File: src/hw/rtl/ecp_ram.sv
// Generic single-write, single-read synchronous RAM with a registered read.
// No dependencies.
module ecp_ram #(
	parameter int WIDTH = 32,
	parameter int DEPTH = 64
) (
	input  logic                     clk,
	input  logic                     we,
	input  logic [$clog2(DEPTH)-1:0] waddr,
	input  logic [WIDTH-1:0]         wdata,
	input  logic                     re,
	input  logic [$clog2(DEPTH)-1:0] raddr,
	output logic [WIDTH-1:0]         rdata
);

	logic [WIDTH-1:0] mem_q [DEPTH];
	logic [WIDTH-1:0] rdata_q;

	always_ff @(posedge clk) begin
		if (we) begin
			mem_q[waddr] <= wdata;
		end
		if (re) begin
			rdata_q <= mem_q[raddr];
		end
	end

	assign rdata = rdata_q;

endmodule

File: config.mk
export PLATFORM = sky130hd
export DESIGN_NAME = ecp_ram
export DESIGN_NICKNAME = d
export VERILOG_FILES = /design/src/hw/rtl/ecp_ram.sv
export SDC_FILE = /design/constraint.sdc
export NUM_CORES = 2
export LEC_CHECK = 0
export BUFFER_PORTS_ARGS = -buffer_cell sky130_fd_sc_hd__buf_2
export CORE_MARGIN = 2
export CORE_UTILIZATION = 40
export CTS_CLUSTER_SIZE = 10
export DETAILED_ROUTE_END_ITERATION = 8
export SLEW_MARGIN = 20
export SYNTH_ARGS = -nofsm -noshare
export SYNTH_HDL_FRONTEND = slang
export SYNTH_SLANG_ARGS = --single-unit
File: constraint.sdc
create_clock -name clk -period 6.1 [get_ports clk]
set_input_delay 0.61 -clock clk [delete_from_list [all_inputs] [get_ports clk]]
set_output_delay 0.61 -clock clk [all_outputs]
set_load 0.01 [all_outputs]
# == Word level (Yosys, flattened, before mapping) ==
# Memories as Yosys holds them, arrays and structs flattened. A register that Yosys moved wholly into a read port is not among the register bits.
# Cells that the tools add are included.
# Widths: inputs -> output; s select.
# totals
reg_bits,0
mem_bits_rw,2048
in_bits,47
word_cells,3
n_memories,1
# mem_list
memory,depth,width,read_ports,rd_clocked_by_memory_dff,write_ports,line,text
mem_q,64,32,1,1,1,16,logic [WIDTH-1:0] mem_q [DEPTH];
# op_classes
n_mux,2
# op_table
operator,n
$mux 1,2

# == Longest topological paths before layout ==
# logic_depth
ltp_word,2
depth_mapped,10
mapped_depth_nobuf,5

# == Worst setup path before layout ==
# Ideal clock, no wire load.
# synth_timing
kind,input to register
start,in waddr[3]
end,mem mem_q[48][0] (enable)
setup_ns,0.461
t_arrival_ns,3.309
required_ns,5.639
slack_ns,2.330
path_stages,4
cell_sequence,clkbuf_1 > nor2b_1 > nand4b_1 > nor3_1
# synth_rtl
element,line,text
start: declaration,9,"input logic [$clog2(DEPTH)-1:0] waddr,"
end: declaration,16,
# Straight into the memory's write port.

==> out/results.tsv <==
stage	metric	value	unit
min_path	WHS Endpoint	mem_q[48][7]	
clock_tree	CTS Buf Count	227	
routing	drt pass-1 iters	6	
worst_setup_path	worst-path cell chain	buf_8 > buf_12 > buf_4 > mux4_2 > mux4_2 > o22ai_1 > nor2_1	
power	Max VDD drop	0.0003009	V
routing	final WL	205.1	mm
floorplan	row count	162	
floorplan	die height	447.9	um
grt	GRT overflow	0	
worst_setup_path	critical path type	in -> reg	
worst_setup_path	Worst path max stage delay	0.68	ns
worst_setup_path	Critical-path top delay cell	o22ai_1	
sta	slew margin rel.	28.69	%
worst_setup_path	Setup crit start	raddr[0]	
sta	minimum clock period	3.331	ns
sta	Slew Viols, Final	0	
sta	Final Setup Violations	0	
power	PwrDens	325.6	mW/mm2
routing	met2 WL	98.06	mm
sta	RSZ-0062 raised after global routing	false	
routing	Via Count	36990	
worst_setup_path	CP Data Arrival Time	3.86	ns
synth	Synth area leader	edfxtp_1	
worst_setup_path	critical path's most frequent cell	mux4_2	
sta	FMAX	300.2	MHz
clock_tree	CTS max path bufs	3	
placement	Port Buffer Count	78	
synth	Synth Instances	3324	
worst_setup_path	Reg2Reg Setup Slack	3.42	ns
grt	largest net degree at the start of global routing	73	
synth	library cells used by synthesis	33	
sta	Slew @ Worst Pin	1.070	ns
clock_tree	Post-CTS Resized	0	
floorplan	Placeable Area	0.1954	mm2
cells_and_area	share of layout cells above drive strength 1	29.79	%
job	Max Cap Viol	0	
clock_tree	clk root buf	clkbuf_16	
min_path	Hold WC Path Type	in -> reg	
synth	yosys synthesis warning count	0	
floorplan	die width	447.9	um
synth	Avg Synthesized Cell Area	23.72	um2
clock_tree	clk_lat worst skew	0.85	ns
placement	GPL Wtd Cong	0.7891	
grt	global-route wire length before repair	288.3	mm
run_status	status	finished clean	
synth	Synth top area share	79.23	%
cells_and_area	Final nets	3637	
clock_tree	postcts setup bufs	0	
synth	sequential fraction of the synthesis area	79.23	%
routing	drc violations	0	
synth	EDFF count, synth	2080	
clock_tree	cts hold-fix bufs	0	
synth	commonest cells in the netlist	2080 x edfxtp_1, 544 x mux4_2, 137 x nor2_1	
floorplan	starting density of the core	40.35	%
routing	Met3 Routed Length	17.57	mm
worst_setup_path	FF-to-FF End	rdata[1]	
routing	vias per cell	5.908	
cells_and_area	area grow syn2layout	13.44	%
routing	Routed Antenna Nets	0	
routing	initial DRC count	4652	
sta	Layout Skew	0.04835	ns
grt	initial antenna violation count	27	
min_path	Hold Crit Depth	2	
clock_tree	CTS tree	done	
min_path	hold path start	waddr[2]	
synth	number of synthesized register bits	2080	
power	Leak	27.44	nW
placement	HPWL Detailed	111.3	mm
synth	synth top area cells	edfxtp_1 79%, mux4_2 16%, mux2i_1 1.2%	
routing	average wire per standard cell	32.76	um
routing	DRT met1 WL	84.08	mm
clock_tree	clk slew on worst S/H paths	0.05	ns
cells_and_area	fin util	45.77	%
sta	TNS Setup	0	ns
worst_setup_path	number of buffers and inverters on the critical path	3	
routing	Top Metal Used	met5	
floorplan	DIE AREA	0.2007	mm2
worst_setup_path	crit start category	input pin	
sta	Hold Vio Cnt, Final	0	
worst_setup_path	delay-heaviest family, CP	multiplexers	
worst_setup_path	CP max FO	43	
synth	Post-Synthesis Cell Area	0.07884	mm2
worst_setup_path	Worst R2R Start	mem_q[15][1]	
synth	ys flop type	edfxtp_1	
worst_setup_path	Critical Path Sink Type	flop	
clock_tree	Sink Count	2080	
worst_setup_path	worst r2r path cells	4	
worst_setup_path	Req. time, crit path	6.63	ns
floorplan	I/O pin cnt	79	
grt	gr usage total	20.58	%
synth	asr flop ratio synth	0	%
synth	Synth Net Count	3371	
clock_tree	H-Tree Depth	4	
grt	number of global-route vias before repair	37030	
synth	top-count cell post-synth	edfxtp_1	
sta	fin crit share	54.61	%
## metal layers
| layer | vias up | GRT usage (%) |
|---|---|---|
| li1 | 14750 | - |
| met1 | 20310 | 29.51 |
| met2 | 1655 | 32.39 |
| met3 | 273 | 3.800 |
| met4 | 8 | 5.890 |
| met5 | - | 0 |
## final cells by class
class                           count  area, um2
Fill cell                       16040     106000
Sequential cell                  2080      62460
Multi-Input combinational cell   1062      15980
Clock buffer                      241       5754
Tap cell                         2624       3283
Timing Repair Buffer              219       1678
Clock inverter                     17      237.7
Antenna cell                       18      45.04
## kinds of logic after synthesis
group,Yosys count,share of synthesized area [%]
compound gates,202,1.666
flops,2080,79.23
buf+inv,182,1.124
simple gates,223,1.260
mux,637,16.72
## per-stage QoR
step | instances | cell area (um2) | setup WS, ns | hold WS [ns] | power [mW]
floorplan | 3324 | 78840 | 2.330 | 0.7089 | 16.96
global placement | 5984 | 83360 | 1.807 | 0.8298 | 17.71
detailed placement | 5984 | 83360 | 1.831 | 0.8342 | 17.73
CTS | 6242 | 89350 | 2.756 | 0.1893 | 29.36
global route | 6246 | 89400 | 2.719 | 0.2655 | 29.93
finish | 6261 | 89430 | 2.769 | 0.2629 | 29.12
## state kept, by name, summed over array words and instances, names as in the netlist
signal and cells:
rdata 32, mem_q 2048
## cell usage in the layout, fill, tap and decap left out, types with 3 or more instances in the layout
master	n
o221ai_1	27
diode_2	18
nand2_1	25
o32ai_1	4
nand2b_1	7
clkbuf_1	13
buf_2	70
clkinv_8	5
nor2b_1	14
nor3_1	5
nand3_1	5
mux2i_1	93
mux4_2	544
o22ai_1	84
nor2_4	62
nand3b_1	5
clkbuf_16	228
a311oi_1	8
buf_8	3
or3_1	3
buf_4	131
and3_1	4
inv_6	5
a41o_1	4
or3b_2	3
a21oi_1	62
nor2_1	74
a22oi_1	12
buf_12	13
edfxtp_1	2080
## report_power, final
part           total [mW]  internal (mW)  switching, mW
sequential           15.9           15.9         0.0504
combinational        1.50          0.526          0.974
clock                11.7           6.58           5.12
total                29.1           23.0           6.14
## how the worst max path moves through the flow
| stage | to | slack [ns] | cells past startpoint |
|---|---|---|---|
| floorplan | mem_q[48][0] | 2.33 | 4 |
| global placement | rdata[1] | 1.81 | 7 |
| detailed placement | rdata[1] | 1.83 | 7 |
| CTS | rdata[1] | 2.76 | 7 |
| global route | rdata[1] | 2.72 | 7 |
| finish | rdata[1] | 2.77 | 7 |
(Power assumes the default switching activity.)
