==> src/hw/rtl/ecp_pkg.sv <==
// Shared types and constants of the exclusive call-time profiler.
// No dependencies; ecp_ifs, ecp_seq and the core import this package.
package ecp_pkg;

	localparam int ID_W     = 8;
	localparam int TS_W     = 32;
	localparam int OP_W     = 2;
	localparam int STATUS_W = 3;

	typedef enum logic [OP_W-1:0] {
		OP_ENTER = 2'd0,
		OP_EXIT  = 2'd1,
		OP_READ  = 2'd2
	} op_t;

	typedef enum logic [STATUS_W-1:0] {
		ST_OK       = 3'd0,
		ST_EMPTY    = 3'd1,
		ST_MISMATCH = 3'd2,
		ST_OVERFLOW = 3'd3,
		ST_FAULT    = 3'd4
	} status_t;

	typedef enum logic [1:0] {
		S_CLEAR,
		S_IDLE,
		S_EXEC
	} seq_state_t;

	typedef struct packed {
		logic clearing;
		logic idle;
		logic exec;
	} seq_ctl_t;

endpackage

==> src/hw/rtl/ecp_seq.sv <==
// Sequencer of the profiler: clearing sweep of the totals table, then the
// idle/execute cycle of each request. Depends on ecp_pkg.
module ecp_seq import ecp_pkg::*; #(
	parameter int FUNC_COUNT = 256
) (
	input  logic                          clk,
	input  logic                          arst_n,
	input  logic                          accept,
	input  logic                          out_free,
	output seq_ctl_t                      ctl,
	output logic [$clog2(FUNC_COUNT)-1:0] clr_addr
);

	localparam int SW = $clog2(FUNC_COUNT);

	seq_state_t      state_q, state_d;
	logic [SW-1:0]   clr_cnt_q;

	always_ff @(posedge clk or negedge arst_n) begin
		if (!arst_n) begin
			state_q   <= S_CLEAR;
			clr_cnt_q <= '0;
		end else begin
			state_q <= state_d;
			if (state_q == S_CLEAR) begin
				clr_cnt_q <= clr_cnt_q + 1'b1;
			end
		end
	end

	always_comb begin
		state_d = state_q;
		ctl     = '0;
		unique case (state_q)
			S_CLEAR: begin
				ctl.clearing = 1'b1;
				if (clr_cnt_q == SW'(FUNC_COUNT - 1)) begin
					state_d = S_IDLE;
				end
			end
			S_IDLE: begin
				ctl.idle = 1'b1;
				if (accept) begin
					state_d = S_EXEC;
				end
			end
			S_EXEC: begin
				ctl.exec = 1'b1;
				if (out_free) begin
					state_d = S_IDLE;
				end
			end
			default: begin
				state_d = S_IDLE;
			end
		endcase
	end

	assign clr_addr = clr_cnt_q;

endmodule

==> config.mk <==
export PLATFORM = sky130hd
export DESIGN_NAME = ecp_seq
export DESIGN_NICKNAME = d
export VERILOG_FILES = /design/src/hw/rtl/ecp_pkg.sv /design/src/hw/rtl/ecp_seq.sv
export SDC_FILE = /design/constraint.sdc
export NUM_CORES = 1
export LEC_CHECK = 0
export BUFFER_PORTS_ARGS = -buffer_cell sky130_fd_sc_hd__buf_2
export CORE_MARGIN = 3
export CORE_UTILIZATION = 30
export CTS_BUF_LIST = sky130_fd_sc_hd__clkbuf_4 sky130_fd_sc_hd__clkbuf_8
export DETAILED_ROUTE_END_ITERATION = 10
export PLACE_DENSITY = 0.62
export REMOVE_ABC_BUFFERS = 1
export SYNTH_ARGS = -nofsm -noshare
export SYNTH_HDL_FRONTEND = slang
export SYNTH_SLANG_ARGS = --single-unit
==> constraint.sdc <==
create_clock -name clk -period 2.8 [get_ports clk]
set_input_delay 0.14 -clock clk [delete_from_list [all_inputs] [get_ports clk]]
set_output_delay 0.14 -clock clk [all_outputs]
set_load 0.01 [all_outputs]
## Word level (Yosys, flattened, before mapping)

Cells that the tools add are included.

- Register bits after elaboration: 10
- Input port bits: 4
- Output and inout port bits: 11
- Word-level logic and storage cells: 18

- Add/subtract/negate cells: 1
- Equality and inequality tests: 6
- Muxes and demuxes: 7
- Reduce and logical (&&, ||, !) cells: 2

Operators by type and width:

| kind | number |
|---|---|
| 8-bit by 1-bit adder with 8-bit output, second input constant | 1 |
| 8-bit == test, second input constant | 1 |
| 2-bit 2-to-1 mux | 3 |
| 2-bit case mux with 3 select lines | 1 |
| 2-bit inequality test, second input constant | 2 |
| 1-bit 2-to-1 mux | 3 |
| 3-bit AND reduction | 1 |
| 2-bit by 1-bit == test with 1-bit output, second input constant | 1 |
| 2-bit == test, second input constant | 1 |
| 2-bit zero test | 1 |
| 2-bit by 1-bit inequality test with 1-bit output, second input constant | 1 |

## Longest topological paths before layout

- Depth in word-level cells: 3
- Depth in mapped cells: 3
- Mapped depth without buffers: 3

## Worst setup path before layout

No wires, ideal clock.

- Path type: flip-flop to flip-flop
- Start: register clr_cnt_q[0] (netlist: clr_addr[0])
- End: register clr_cnt_q[1] (netlist: clr_addr[1])
- Setup time: 0.128 ns
- Arrival: 1.021 ns
- Required time: 2.672 ns
- Path slack: 1.651 ns
- Stages on the path, launching flop included: 3
- Buffers on the path: 0
- Period minus slack after synthesis: 1.149 ns
- Cell sequence: dfrtp_1 -> ha_1 -> mux2_1

- Word-level cells in the longest chain between the ends: 1

Ends and longest elaborated chain:

| what | RTL line | RTL |
|---|---|---|
| start: declaration | ecp_seq.sv:17 | `logic [SW-1:0] clr_cnt_q;` |
| start signal: assignment | ecp_seq.sv:26 | `clr_cnt_q <= clr_cnt_q + 1'b1;` |
| 8-bit by 1-bit adder with 8-bit output | ecp_seq.sv:26 |  |

Every way passes these cells.
A chain may end at the register's enable or synchronous reset.

==> results.sh <==
export IMPL_outcome="finished, final reports clean"
export IMPL_grt_max_degree=11
export IMPL_synth_area_leader_cell="dfrtp_1"
export IMPL_numClockSinks=10
export IMPL_grt_first_pass_wirelength_mm=1.50
export IMPL_ys_ff_latch=10
export IMPL_synthCells=36
export IMPL_p_total_mw=0.650
export IMPL_clock_root_buffer="clkbuf_4"
export IMPL_async_reset_ff_frac=1.00
export IMPL_num_vias=335
export IMPL_initial_utilization=0.335
export IMPL_final_setup_skew_ns=0.00240
export IMPL_ir_drop_uv=478
export IMPL_synth_top_area_share=0.554
export IMPL_start_kind="flop"
export IMPL_critical_path_peak_fanout=7
export IMPL_max_freq_ghz=0.817
export IMPL_worst_setup_path_type="reg2out"
export IMPL_drv_cap=0
export IMPL_synth_top_flop_cell="dfrtp_1"
export IMPL_clk_latency_ns=0.26
export IMPL_dieArea_um2=2010
export IMPL_setup_ws_ns=1.58
export IMPL_gp_congestion=0.674
export IMPL_die_w_um=44.8
export IMPL_chipHeight_um=44.8
export IMPL_rsz0062_at_grt="no"
export IMPL_wl_per_cell_um=12.8
export IMPL_cp_end_kind="primary output"
export IMPL_wirelength_um=867
export IMPL_drc_errors=0
export IMPL_clk_pin_slew_ns=0.06
export IMPL_drv_slew=0
export IMPL_p_leak_nw=0.275
export IMPL_ys_seq_area_frac=0.554
export IMPL_core_area_um2=1350
export IMPL_grt_ovfl_total=0
export IMPL_p_comb_frac=0.403
export IMPL_dp_hpwl_um=652
export IMPL_placed_area_um2=533
export IMPL_drive_above_1_share=0.358
export IMPL_yosys_warnings=0
export IMPL_maxSlewHeadroom=0.850
export IMPL_num_rows=13
export IMPL_tritoncts="done"
export IMPL_htree_levels=1
export IMPL_internal_power_mw=0.389
export IMPL_required_ns=2.66
export IMPL_final_antenna_net_count=0
export IMPL_pwr_density_cell_nw_per_um2=1150
export IMPL_grt_pass1_vias=310
export IMPL_clock_path_buffers=2
export IMPL_dp_slack_ns=1.64
export IMPL_ios=15
export IMPL_track_usage=0.110
export IMPL_fin_nets=60
export IMPL_diodes=0
export IMPL_drtIter0Drc=8
export IMPL_synth_area_leaders="dfrtp_1 (55%), xnor2_1 (12%), nand4_1 (5.5%)"
export IMPL_syn_to_final_growth_pct=25.2
export IMPL_numCtsBuffers=3
export IMPL_period_minus_slack_ns=1.22
export IMPL_setup_viol=0
export IMPL_syn_area_um2=452
export IMPL_port_buffers=14
export IMPL_hold_violations=0
export IMPL_dr_pass1_iters=4
export IMPL_setup_tns_ns=0
export IMPL_vias_per_cell=4.93
export IMPL_synth_edff_count=0
export IMPL_critPathArrivalTime_ns=1.08
export IMPL_final_cell_area_um2=566
export IMPL_synth_distinct_cells=18
export IMPL_worstMarginPinSlew_ns=0.225
export IMPL_netSwitchingPower_mw=0.261
export IMPL_period_share=0.437
export IMPL_hold_path_class="in2reg"
export IMPL_antenna_found_initial=0
export IMPL_seq_power_share=0.450
export IMPL_syn_area_per_cell_um2=12.5
export IMPL_clockPowerShare=0.147
export IMPL_swShare=0.402
export IMPL_hold_slack_ns=0.127
==> cells by family after synthesis <==
| logic type | share of synthesized area |
|---|---|
| adder cells (fa/ha/maj) | 0.0277 |
| AND/OR/NAND/NOR | 0.202 |
| flip-flops | 0.554 |
| multiplexers | 0.0249 |
| XOR/XNOR | 0.136 |
| AO/OA/AOI/OAI | 0.0305 |
| buffers and inverters | 0.0249 |
==> worst max-delay path: stages (launching register included) <==
cell and delay (ns):
dfrtp_1 0.43, nor2_4 0.22, buf_2 0.17
==> power by group through the flow <==
stage | sequential, mW | clock [mW] | combinational, mW
global placement | 0.294 | 0 | 0.261
finish | 0.293 | 0.0953 | 0.262
detailed placement | 0.298 | 0 | 0.265
floorplan | 0.302 | 0 | 0.148
CTS | 0.295 | 0.101 | 0.267
global route | 0.308 | 0.110 | 0.294
==> through the flow <==
step            util  cells
2_1_floorplan      -     35
6_report       0.419     68
3_5_place_dp   0.395     64
5_1_grt        0.419     68
3_3_place_gp   0.395     64
4_1_cts        0.419     68
==> final timing paths <==
check	start	to	slack (ns)	depth (start not counted)
setup reg to reg	clr_addr[0]	clr_addr[1]	1.64	2
hold reg to reg	clr_addr[7]	clr_addr[7]	0.50	1
min in group asynchronous	arst_n	clr_addr[3]	0.27	2
hold / removal	accept	state_q[1]	0.13	2
setup / recovery	state_q[1]	ctl[2]	1.58	2
max in group asynchronous	arst_n	clr_addr[7]	2.34	2
==> layer usage <==
layer  wire length [um]  track usage  part of all wire  vias to the layer above
li1                   -            -                 -                      161
met1                438        0.146              0.51                      157
met2                341        0.146              0.39                       17
met3                 87       0.0677              0.10                        0
met4                  0       0.0351                 0                        0
met5                  0            0                 0                        -
==> sequential cells by signal, indices dropped and copies added (netlist names) <==
name and flops:
clr_addr 8, state_q 2
==> final cells by class <==
| cell class | instances | area, um^2 |
|---|---|---|
| Tap cell | 15 | 18.8 |
| Sequential cell | 10 | 250 |
| Clock buffer | 3 | 22.5 |
| Multi-Input combinational cell | 24 | 190 |
| Fill cell | 141 | 785 |
| Inverter | 1 | 3.75 |
| Timing Repair Buffer | 15 | 80.1 |
==> cells in the final DEF, fill, tap and decap left out <==
cell type	netlist	final
nand4_1	4	4
inv_1	1	1
a21oi_1	1	1
nor2_4	1	1
nand2_1	2	2
and3_1	1	1
clkbuf_4	0	3
mux2_1	1	1
dlygate4sd3_1	0	1
ha_1	1	1
xnor2_1	6	6
and4bb_1	1	1
xor2_1	1	1
a22o_1	1	1
buf_2	0	14
nand3_1	1	1
nor2b_1	1	1
dfrtp_1	10	10
and4_1	1	1
nor2b_2	1	1
==> cell usage after synthesis, drive strengths merged, types with 2 or more instances <==
library cell	instances
dfrtp	10
nor2b	2
nand4	4
nand2	2
xnor2	6
==> repair_timing <==
item / CTS / global route
resized for setup: 0 / 0
endpoints found under the hold margin: 10 / 0
hold buffers: 1 / 0
buffers inserted: 0 / 0
Note: power is estimated with default switching activity, not from simulation.
